[src/hw/rtl/pps_pkg.sv]
`default_nettype none

package pps_pkg;

   localparam int unsigned LANES_DEFAULT   = 4;
   localparam int unsigned IN_FIELDS       = 4;
   localparam int unsigned UNIFORM_W       = 32;
   localparam int unsigned COUNT_W         = 8;
   localparam int unsigned LANE_W          = 2;
   localparam int unsigned REQ_DATA_W      = IN_FIELDS * UNIFORM_W;
   localparam int unsigned RSP_DATA_W      = 16;
   localparam int unsigned FIFO_DEPTH      = 2;
   localparam int unsigned FIFO_PTR_W      = 1;
   localparam int unsigned FIFO_CNT_W      = 2;

   localparam logic [UNIFORM_W-1:0] THRESHOLD_RESET = 32'd28939264;
   localparam logic [COUNT_W-1:0]   COUNT_MAX       = 8'hFF;

   typedef struct packed {
      logic               done;
      logic               sat;
      logic [COUNT_W-1:0] variate;
   } lane_res_type;

endpackage

`default_nettype wire

[src/hw/rtl/pps_lane.sv]
`default_nettype none

module pps_lane
   import pps_pkg::*;
(
   input  wire logic                 clock,
   input  wire logic                 reset,
   input  wire logic                 fire,
   input  wire logic [UNIFORM_W-1:0] uniform,
   input  wire logic [UNIFORM_W-1:0] threshold,
   output lane_res_type              res
);

   logic                   fresh_ff, fresh_in;
   logic [UNIFORM_W-1:0]   prod_ff, prod_in;
   logic [COUNT_W-1:0]     count_ff, count_in;
   logic [2*UNIFORM_W-1:0] mult;
   logic [UNIFORM_W-1:0]   prod_new;
   logic                   below;

   assign mult     = (2*UNIFORM_W)'(prod_ff) * (2*UNIFORM_W)'(uniform);
   assign prod_new = fresh_ff ? uniform : mult[2*UNIFORM_W-1:UNIFORM_W];
   assign below    = prod_new < threshold;

   // variate is the count before this step in both endings
   always_comb begin
      res.done    = below || (count_ff == COUNT_MAX);
      res.sat     = !below && (count_ff == COUNT_MAX);
      res.variate = count_ff;
   end

   always_comb begin
      fresh_in = fresh_ff;
      prod_in  = prod_ff;
      count_in = count_ff;
      if (fire) begin
         if (res.done) begin
            fresh_in = 1'b1;
            count_in = '0;
         end else begin
            fresh_in = 1'b0;
            prod_in  = prod_new;
            count_in = count_ff + COUNT_W'(1);
         end
      end
   end

   always_ff @(posedge clock) begin
      if (reset) begin
         fresh_ff <= 1'b1;
         count_ff <= '0;
      end else begin
         fresh_ff <= fresh_in;
         count_ff <= count_in;
      end
   end

   always_ff @(posedge clock) begin
      prod_ff <= prod_in;
   end

endmodule

`default_nettype wire

[config.mk]
export PLATFORM = sky130hd
export DESIGN_NAME = pps_lane
export DESIGN_NICKNAME = d
export VERILOG_FILES = /design/src/hw/rtl/pps_pkg.sv /design/src/hw/rtl/pps_lane.sv
export SDC_FILE = /design/constraint.sdc
export NUM_CORES = 2
export LEC_CHECK = 0
export CAP_MARGIN = 20
export CORE_AREA = 2 2 274 222
export DETAILED_ROUTE_END_ITERATION = 10
export DIE_AREA = 0 0 276 224
export DONT_BUFFER_PORTS = 1
export PLACE_DENSITY = 0.88
export SLEW_MARGIN = 40
export SYNTH_ARGS = -nofsm -noshare
export SYNTH_HDL_FRONTEND = slang
export SYNTH_SLANG_ARGS = --single-unit
[constraint.sdc]
create_clock -name clock -period 12.2 [get_ports clock]
set_input_delay 2.44 -clock clock [delete_from_list [all_inputs] [get_ports clock]]
set_output_delay 2.44 -clock clock [all_outputs]
set_load 0.05 [all_outputs]
==> reports/metrics.cfg <==
[sta]
tightest_slew_ns=0.9620
final_hold_viol_count=0
timing.final.ws_setup_ns=-1.067
period_needed_ns=13.27
worst_clock_skew_ns=0.006669
timing.max_slew.rel_slack_pct=35.87
unrepaired_setup_endpoints_after_global_routing=true
report.final.setup_viol=2
timing.final.crit_share_pct=108.7
finalHoldWorstSlack_ns=0.7926
fin_tns_setup_ns=-2.108
clock.fmax_ghz=0.07537
report.final.slew_viol_count=0

[placed_design]
final_weighted_congestion_in_routability_driven_placement=0.9591
placement.io_buffers=0
hpwl_um=75880
pre_cts_slack_ns=-1.252
numPlacedInstances=4603

[clock_tree]
cts_tree=done
clock_path_buffers=2
cts.hold.buffers_added=0
clkSinkCount=41
path_clk_slew_ns=0.06
cts-buffers-inserted=5
htree_num_levels=2
worstSkewPairLatency_ns=0.29
cts_root_buf=sky130_fd_sc_hd__clkbuf_16

[floorplan]
core_area_mm2=0.05906
die_area_mm2=0.06182
effective_utilization_at_floorplan_pct=59.46
top_level_ports=77
die_height_um=224
die_wd_um=276
placement_rows=80

[layout]
most_frequent_standard_cell_in_the_layout_excluding_fill_and_tap_cells=sky130_fd_sc_hd__inv_1
post_layout_nonfiller_instances=4624
post_route_cells_drive_above_1_share_pct=7.570
final_nets=5097
fillerInstances=4404
layout-area-overhead-vs-synth_pct=6.581
mostFrequentLayoutCells=sky130_fd_sc_hd__inv_1, sky130_fd_sc_hd__fa_1, sky130_fd_sc_hd__and2_1

[run_status]
violations=design-rule violations, negative setup slack
outcome=finished with violations

[flow_run]
cap_viol_max_count=0

[synth]
yosys-mux-area-fraction_pct=0.06414
synthArstFlopShare_pct=0
synth_top_family_by_area=adder cells
postSynth.topFlopCell=sky130_fd_sc_hd__edfxtp_1
synth-xor-area-share_pct=0.7981
post_synth_fa_ha_maj_area_fraction_pct=61.43
synth-edff-count=32
postSynthCellCount=3859
synth_simple_gate_area_share_pct=17.88
ys_types=65
ys_seq_elements=41
netlist_area_mm2=0.03511
syn_nets=5113
synth_compound_area_share_pct=4.482
yosys_warnings=0
ys_seq_area_share_pct=3.250
postSynthAreaPerCell_um2=9.099

[setup_path]
critPathMaxStageDelay_ns=0.65
crit_type=primary input to output pin
cp_data_required_time_ns=9.76
timing.critical_path.from_type=primary input
worst-path-max-fanout=33
critical_path_arrival_ns=10.83
worst_path_most_repeated_cell=sky130_fd_sc_hd__fa_1
crit_path_end_kind=output pin
crit_slowest_cell=sky130_fd_sc_hd__fa_2

[drt]
via_count=26475
drt_first_pass_iters=8
average_detailed_routed_wire_length_per_instance_um=20.15
dr.first_iter.drc_count=2483
drt_wl_total_um=93170
remaining_drc_errors=8
detail_route.vias_per_cell=5.726
drt.antenna.violating_nets=0

[global_route]
grt_pass1_vias=29565
grt_pass1_wl_um=155700
grt_max_degree=62
initial_antenna_violation_count=1
grtUsageTotal_pct=31.80
globalRoute.totalOverflow=0

[min_path]
min_path_type=flop to flop

synth_stat cells, types with 3 or more instances:
master / count / area, um2
sky130_fd_sc_hd__a211oi_1: 12 / 90.09
sky130_fd_sc_hd__a21o_1: 41 / 307.8
sky130_fd_sc_hd__a21oi_1: 57 / 285.3
sky130_fd_sc_hd__a21oi_2: 3 / 26.28
sky130_fd_sc_hd__a311oi_1: 5 / 43.79
sky130_fd_sc_hd__a31oi_1: 5 / 31.28
sky130_fd_sc_hd__and2_1: 566 / 3541
sky130_fd_sc_hd__and3_1: 5 / 31.28
sky130_fd_sc_hd__and3_4: 3 / 33.78
sky130_fd_sc_hd__buf_1: 4 / 15.01
sky130_fd_sc_hd__buf_2: 3 / 15.01
sky130_fd_sc_hd__clkbuf_1: 200 / 750.7
sky130_fd_sc_hd__dfxtp_1: 9 / 180.2
sky130_fd_sc_hd__edfxtp_1: 32 / 960.9
sky130_fd_sc_hd__fa_1: 895 / 17920
sky130_fd_sc_hd__ha_1: 292 / 3654
sky130_fd_sc_hd__inv_1: 917 / 3442
sky130_fd_sc_hd__nand2_1: 531 / 1993
sky130_fd_sc_hd__nand3_1: 19 / 95.09
sky130_fd_sc_hd__nand4_1: 30 / 187.7
sky130_fd_sc_hd__nor2_1: 46 / 172.7
sky130_fd_sc_hd__nor2b_1: 5 / 31.28
sky130_fd_sc_hd__nor3_1: 11 / 55.05
sky130_fd_sc_hd__nor3b_1: 4 / 30.03
sky130_fd_sc_hd__o211ai_1: 8 / 60.06
sky130_fd_sc_hd__o21a_1: 9 / 67.56
sky130_fd_sc_hd__o21ai_0: 35 / 175.2
sky130_fd_sc_hd__o21ai_1: 18 / 90.09
sky130_fd_sc_hd__o21bai_1: 12 / 90.09
sky130_fd_sc_hd__o31ai_1: 3 / 22.52
sky130_fd_sc_hd__xnor2_1: 23 / 201.4
sky130_fd_sc_hd__xor2_1: 9 / 78.83
worst max-delay path, delay by kind of cell:
family | cells | cell delay, ns
adder cells (fa/ha/maj) | 10 | 4.85
AO/OA/AOI/OAI | 14 | 2.40
AND/OR/NAND/NOR | 3 | 0.80
XOR/XNOR | 1 | 0.21
buffers and inverters | 2 | 0.09
through the flow:
stage | area (um2) | utilization [%]
finish | 37430 | 63.37
detailed placement | 36910 | 62.50
global placement | 36910 | 62.50
CTS | 37240 | 63.06
floorplan | 35390 | -
global route | 37420 | 63.37
final timing paths:
check	from	endpoint	slack, ns	depth (start not counted)
worst min register to register	count_ff[1]$_SDFFE_PP0P_	count_ff[1]$_SDFFE_PP0P_	0.79	2
worst min-delay path	count_ff[1]$_SDFFE_PP0P_	count_ff[1]$_SDFFE_PP0P_	0.79	2
worst max-delay path	uniform[4]	res[9]	-1.07	30
worst max register to register	prod_ff[16]$_DFFE_PP_	prod_ff[28]$_DFFE_PP_	1.86	34
flip-flops by register name (all words and copies together) (netlist names):
signal / count
prod_ff: 32
count_ff: 8
fresh_ff: 1
cells by family after synthesis:
family	Yosys count
compound gates	237
fa+ha+maj	1187
buf+inv	1126
mux	2
xor+xnor	32
simple gates	1234
flops	41
cell type report:
cell class / count / area [um2] / share of cell area (%)
diodes: 1 / 2.502 / 0.006686
clock buffers: 8 / 167.7 / 0.4480
inverters: 917 / 3442 / 9.197
multi-input cells: 2692 / 30190 / 80.65
flip-flops and latches: 41 / 1142 / 3.052
well taps: 779 / 974.7 / 2.604
repair buffers: 186 / 1511 / 4.039
per-layer routing:
layer / routed length, um / global-route usage, % / vias to the layer above
li1: - / - / 11205
met1: 36530 / 44.06 / 13412
met2: 41990 / 50.35 / 1623
met3: 12060 / 8.041 / 235
met4: 2587 / 8.408 / 0
met5: 0 / 0 / -
timing repair:
item / in CTS / in global routing
pin swaps: 18 / 55
setup endpoints to repair: 2 / 2
gates resized for setup: 31 / 25
buffers inserted: 3 / 7
endpoints found under the hold margin: 0 / 0
Power is left out: the tool's default activity adds up to more than one toggle a clock period on the data nets, which glitch-free logic cannot reach.
