`src/hw/rtl/pps_pkg.sv`:
```
`default_nettype none

package pps_pkg;

   localparam int unsigned LANES_DEFAULT   = 4;
   localparam int unsigned IN_FIELDS       = 4;
   localparam int unsigned UNIFORM_W       = 32;
   localparam int unsigned COUNT_W         = 8;
   localparam int unsigned LANE_W          = 2;
   localparam int unsigned REQ_DATA_W      = IN_FIELDS * UNIFORM_W;
   localparam int unsigned RSP_DATA_W      = 16;
   localparam int unsigned FIFO_DEPTH      = 2;
   localparam int unsigned FIFO_PTR_W      = 1;
   localparam int unsigned FIFO_CNT_W      = 2;

   localparam logic [UNIFORM_W-1:0] THRESHOLD_RESET = 32'd28939264;
   localparam logic [COUNT_W-1:0]   COUNT_MAX       = 8'hFF;

   typedef struct packed {
      logic               done;
      logic               sat;
      logic [COUNT_W-1:0] variate;
   } lane_res_type;

endpackage

`default_nettype wire

```
`src/hw/rtl/pps_merge.sv`:
```
`default_nettype none

module pps_merge
   import pps_pkg::*;
#(
   parameter int unsigned ACTIVE = LANES_DEFAULT
)
(
   input  wire logic                  clock,
   input  wire logic                  reset,
   input  wire logic                  push,
   input  lane_res_type               res [ACTIVE],
   output logic                       full,
   output logic                       rsp_tvalid,
   input  wire logic                  rsp_tready,
   output logic [LANE_W-1:0]          rsp_lane,
   output logic [COUNT_W-1:0]         rsp_variate,
   output logic                       rsp_sat,
   output logic                       rsp_last
);

   lane_res_type            entry_ff [FIFO_DEPTH][ACTIVE];
   logic [FIFO_PTR_W-1:0]   wr_ptr_ff, wr_ptr_in;
   logic [FIFO_PTR_W-1:0]   rd_ptr_ff, rd_ptr_in;
   logic [FIFO_CNT_W-1:0]   count_ff, count_in;
   logic [ACTIVE-1:0]       mask;
   logic [ACTIVE-1:0]       pick;
   logic                    xfer;
   logic                    pop;
   logic                    wr_en;

   always_comb begin
      for (int i = 0; i < ACTIVE; i++) begin
         mask[i] = entry_ff[rd_ptr_ff][i].done;
      end
   end

   // lowest pending lane first
   assign pick     = mask & (~mask + ACTIVE'(1));
   assign rsp_last = (mask & ~pick) == '0;

   always_comb begin
      rsp_lane    = '0;
      rsp_variate = '0;
      rsp_sat     = 1'b0;
      for (int i = 0; i < ACTIVE; i++) begin
         if (pick[i]) begin
            rsp_lane    = rsp_lane | LANE_W'(i);
            rsp_variate = rsp_variate | entry_ff[rd_ptr_ff][i].variate;
            rsp_sat     = rsp_sat | entry_ff[rd_ptr_ff][i].sat;
         end
      end
   end

   assign full       = count_ff == FIFO_CNT_W'(FIFO_DEPTH);
   assign rsp_tvalid = count_ff != '0;
   assign xfer       = rsp_tvalid && rsp_tready;
   assign pop        = xfer && rsp_last;
   assign wr_en      = push && !full;

   always_comb begin
      wr_ptr_in = wr_ptr_ff;
      rd_ptr_in = rd_ptr_ff;
      count_in  = count_ff;
      if (wr_en) begin
         wr_ptr_in = wr_ptr_ff + FIFO_PTR_W'(1);
      end
      if (pop) begin
         rd_ptr_in = rd_ptr_ff + FIFO_PTR_W'(1);
      end
      unique case ({wr_en, pop})
         2'b10:   count_in = count_ff + FIFO_CNT_W'(1);
         2'b01:   count_in = count_ff - FIFO_CNT_W'(1);
         default: count_in = count_ff;
      endcase
   end

   always_ff @(posedge clock) begin
      if (reset) begin
         wr_ptr_ff <= '0;
         rd_ptr_ff <= '0;
         count_ff  <= '0;
      end else begin
         wr_ptr_ff <= wr_ptr_in;
         rd_ptr_ff <= rd_ptr_in;
         count_ff  <= count_in;
      end
   end

   always_ff @(posedge clock) begin
      for (int e = 0; e < FIFO_DEPTH; e++) begin
         for (int i = 0; i < ACTIVE; i++) begin
            if (wr_en && (wr_ptr_ff == FIFO_PTR_W'(e))) begin
               entry_ff[e][i] <= res[i];
            end else if (xfer && pick[i] && (rd_ptr_ff == FIFO_PTR_W'(e))) begin
               entry_ff[e][i].done <= 1'b0;
            end
         end
      end
   end

   a_head_pending: assert property (@(posedge clock) disable iff (reset)
      rsp_tvalid |-> (mask != '0))
      else $error("queued set has no pending lane");

   a_count_bound: assert property (@(posedge clock) disable iff (reset)
      count_ff <= FIFO_CNT_W'(FIFO_DEPTH))
      else $error("set queue overflow");

   a_rest_follows: assert property (@(posedge clock) disable iff (reset)
      (xfer && !rsp_last) |=> rsp_tvalid)
      else $error("set dropped before its last transfer");

endmodule

`default_nettype wire

```
`config.mk`:
```
export PLATFORM = sky130hd
export DESIGN_NAME = pps_merge
export DESIGN_NICKNAME = d
export VERILOG_FILES = /design/src/hw/rtl/pps_pkg.sv /design/src/hw/rtl/pps_merge.sv
export SDC_FILE = /design/constraint.sdc
export NUM_CORES = 1
export LEC_CHECK = 0
export BUFFER_PORTS_ARGS = -buffer_cell sky130_fd_sc_hd__buf_2
export CORE_ASPECT_RATIO = 1.2
export CORE_MARGIN = 2
export CORE_UTILIZATION = 44
export CTS_BUF_LIST = sky130_fd_sc_hd__clkbuf_4
export CTS_CLUSTER_DIAMETER = 80
export DETAILED_ROUTE_END_ITERATION = 10
export GPL_ROUTABILITY_DRIVEN = 0
export SETUP_SLACK_MARGIN = 0.3
export SYNTH_ARGS = -nofsm -noshare
export SYNTH_HDL_FRONTEND = slang
export SYNTH_SLANG_ARGS = --single-unit
```
`constraint.sdc`:
```
create_clock -name clock -period 4.27 [get_ports clock]
set_input_delay 0 -clock clock [delete_from_list [all_inputs] [get_ports clock]]
set_output_delay 0 -clock clock [all_outputs]
set_load 0.005 [all_outputs]
```
==> metrics.sh <==
CRIT_PATH_START_KIND='flip-flop'
CORE.ROWCOUNT=35
TIMING.CRITICAL_PATH.CELLS='buf_4 > nor2_1 > a32o_1 > nand2_1 > o221ai_1 > buf_2'
MOSTFREQUENTLAYOUTCELL='edfxtp_1'
CP_MAX_FO=22
GRT_START_MAX_NET_PINS=26
LAYOUT_WORST_PATH_CYCLE_SHARE=0.642
CHIPWIDTH_UM=85.6
SYNTH.DISTINCT_CELLS=34
NUMBER_OF_MAXIMUM_CAPACITANCE_VIOLATIONS=0
SYN-CELL-AREA_UM2=3520
DRT.ANTENNA.VIOLATING_NETS=0
CLOCK.FMAX_MHz=365
DRCVIOLATIONCOUNT=0
FINAL_WL_MM=7.30
GR-USAGE-ALL-LAYERS=0.177
CP-END-KIND='primary output'
DETAIL_ROUTE.FIRST_PASS.ITERATIONS=4
POSTLAYOUTCOREUTIL=0.584
POST_DR_WIRELENGTH_CELL_UM=16.9
SYN_NETS=276
FINAL_SLEW_VIOL_COUNT=0
GRT_PASS1_VIAS=2379
YS_WARN_COUNT=0
FIN_NETS=379
GRT_OVERFLOW=0
WORST_SLEW_PIN_SLEW_PS=990
POWER_DENSITY_nW_PER_UM2=495
CTS_TREE='yes'
LAYOUT.CELLS.MOST_COMMON_LIST='79 x edfxtp_1, 57 x buf_2, 42 x dlygate4sd3_1, 26 x nand2_1, 20 x mux2i_1'
STDCELL_AREA_UM2=4500
WORST_R2R_PATH_DEPTH=6
SYNTHFLOPTYPE='edfxtp_1'
GRT_SETUP_UNREPAIRED='false'
FINAL-SETUP-VIOL-COUNT=0
STARTING_DENSITY=0.456
CORE_REGION_AREA_UM2=7710
CLOCK_TREE_BUFFER_DEPTH=2
NUM_IO_PINS=58
HOLD_VIOL_FINAL=0
SETUP-TNS-FINAL_PS=0
NUMBER_OF_CLOCK_SINKS=85
CRITICAL-PATH-SLOWEST-CELL='dfxtp_2'
DIE_AREA_UM2=8730
VIA_COUNT=2275
SYNTH-EDFF-COUNT=79
POSTCTSRESIZEDCELLS=0
WORSTSETUPPATHTYPE='flip-flop to primary output'
GRT_FIRST_PASS_WIRELENGTH_MM=11.4
CLKTRANSATPATHREGS_PS=130
OUTCOME='finished clean'
FIN_SKEW_PS=11.6
CTS_BUFFERS=9
CPPEAKSTAGEDELAY_PS=750
DIE-HEIGHT_UM=102
REGTOREGSETUPSLACK_PS=1800
ANTENNA_CELLS_INSERTED=0
YS_ASYNC_SR_FRACTION=0
PORT_BUFFERS=57
POST_ROUTE_NON_FILLER_STANDARD_CELL_COUNT=431
ANTENNA_FOUND_INITIAL=0
FINAL.MIN_CLOCK_PERIOD_PS=2740
HOLD_SLACK_PS=57.6
AVGSYNTHCELLAREA_UM2=15.2
ROUTE.DETAILED.VIAS_PER_INST=5.28
CLOCKROOTBUFFER='clkbuf_4'
YOSYS_REGISTER_BITS=85
PLACE_HPWL_MM=4.55
DRT_ITER0_DRC=146
AREA_GROWTH_PCT=28.0
MAX-SLEW-MARGIN-REL=0.340
PLACEDINSTANCEAREA_UM2=3890
NETLIST_INSTANCES=231
RATIO_OF_CELLS_WITH_DRIVE_ABOVE_1_IN_THE_FINAL_LAYOUT=0.257
CTS_MAX_LEVEL=3
HOLD_DEPTH=4
CRITICAL_PATH_ARRIVAL_PS=2740
CRIT_REQUIRED_PS=4270
CLK_LATENCY_PS=420
NUMPLACEDINSTANCES=373
YOSYSSEQAREASHARE=0.709
WORST_HOLD_CHECK_PATH_TYPE='primary input to flip-flop'
STANDBY_LEAKAGE_POWER_uW=0.00167
WORST_IR_DROP_VDD_uV=351
==> metal layers <==
metal,GRT usage,share of wire,up-vias
li1,-,-,1103
met1,0.198,0.41,1072
met2,0.312,0.51,78
met3,0.0363,0.041,22
met4,0.103,0.032,0
met5,0,0,-
==> final timing paths <==
| path | startpoint | endpoint |
|---|---|---|
| min reg2reg | wr_ptr_ff$_SDFFE_PP0P_ | wr_ptr_ff$_SDFFE_PP0P_ |
| min | rsp_tready | rd_ptr_ff$_SDFFE_PP0P_ |
| max | flip-flop | rsp_variate[1] |
| max reg2reg | flip-flop | count_ff[1]$_SDFFE_PP0P_ |
==> synth_stat cells (2+ instances only) <==
master / n / area share
o211ai_1: 9 / 0.019
buf_1: 2 / 0.0021
mux2i_2: 2 / 0.0078
inv_1: 13 / 0.014
edfxtp_1: 79 / 0.67
clkbuf_1: 2 / 0.0021
buf_2: 6 / 0.0085
a21oi_1: 2 / 0.0028
nand3_1: 4 / 0.0057
nand2_1: 26 / 0.028
nor2_1: 4 / 0.0043
nand2b_1: 3 / 0.0053
o21ai_0: 10 / 0.014
nor2b_1: 2 / 0.0036
dfxtp_1: 6 / 0.034
mux2_4: 2 / 0.0085
mux2i_1: 20 / 0.057
o31a_1: 7 / 0.017
a221o_1: 9 / 0.026
o221ai_1: 9 / 0.022
==> final cells by class <==
type / count / area, µm²
clock buffers: 11 / 82.6
repair buffers: 103 / 736
flip-flops and latches: 85 / 2490
well taps: 92 / 115
fillers: 615 / 3200
clock inverters: 5 / 108
inverters: 13 / 48.8
multi-input cells: 122 / 920
==> what timing repair did <==
action	in CTS	in global routing
setup buffers	0	0
hold buffers	42	0
hold endpoints to repair	85	0
==> state kept, by name, indices dropped and copies added, names as in the netlist, named ones only <==
signal and cells:
count_ff 2, entry_ff 80, rd_ptr_ff 1, wr_ptr_ff 1
==> worst max-delay path: cells and delay by family (launching register included) <==
kind,cells,cell delay [ps]
simple gates,2,530
flops,1,750
buf+inv,2,600
compound gates,2,440
==> stage by stage <==
step / setup slack (ps) / total power (µW)
5_1_grt: 1320 / 2350
6_report: 1530 / 2230
4_1_cts: 1460 / 2250
3_5_place_dp: 1830 / 1650
3_3_place_gp: 1860 / 1640
2_1_floorplan: 2230 / 1460
==> where the power goes <==
part	internal [µW]	total (µW)	leakage (µW)	switching, µW
sequential	1030	1120	0.000790	85.4
combinational	245	529	0.000782	285
clock	313	582	0.000102	269
==> cell families (layout without fill, tap and decap cells) <==
| group | count (synthesis) | after routing | share of synthesized area |
|---|---|---|---|
| AO/OA/AOI/OAI | 50 | 50 | 0.116 |
| XOR/XNOR | 2 | 2 | 0.00498 |
| adder cells (fa/ha/maj) | 1 | 1 | 0.00356 |
| buffers and inverters | 24 | 132 | 0.0299 |
| flip-flops | 85 | 85 | 0.709 |
| multiplexers | 25 | 25 | 0.0797 |
| AND/OR/NAND/NOR | 44 | 44 | 0.0569 |
(Power assumes the default switching activity.)
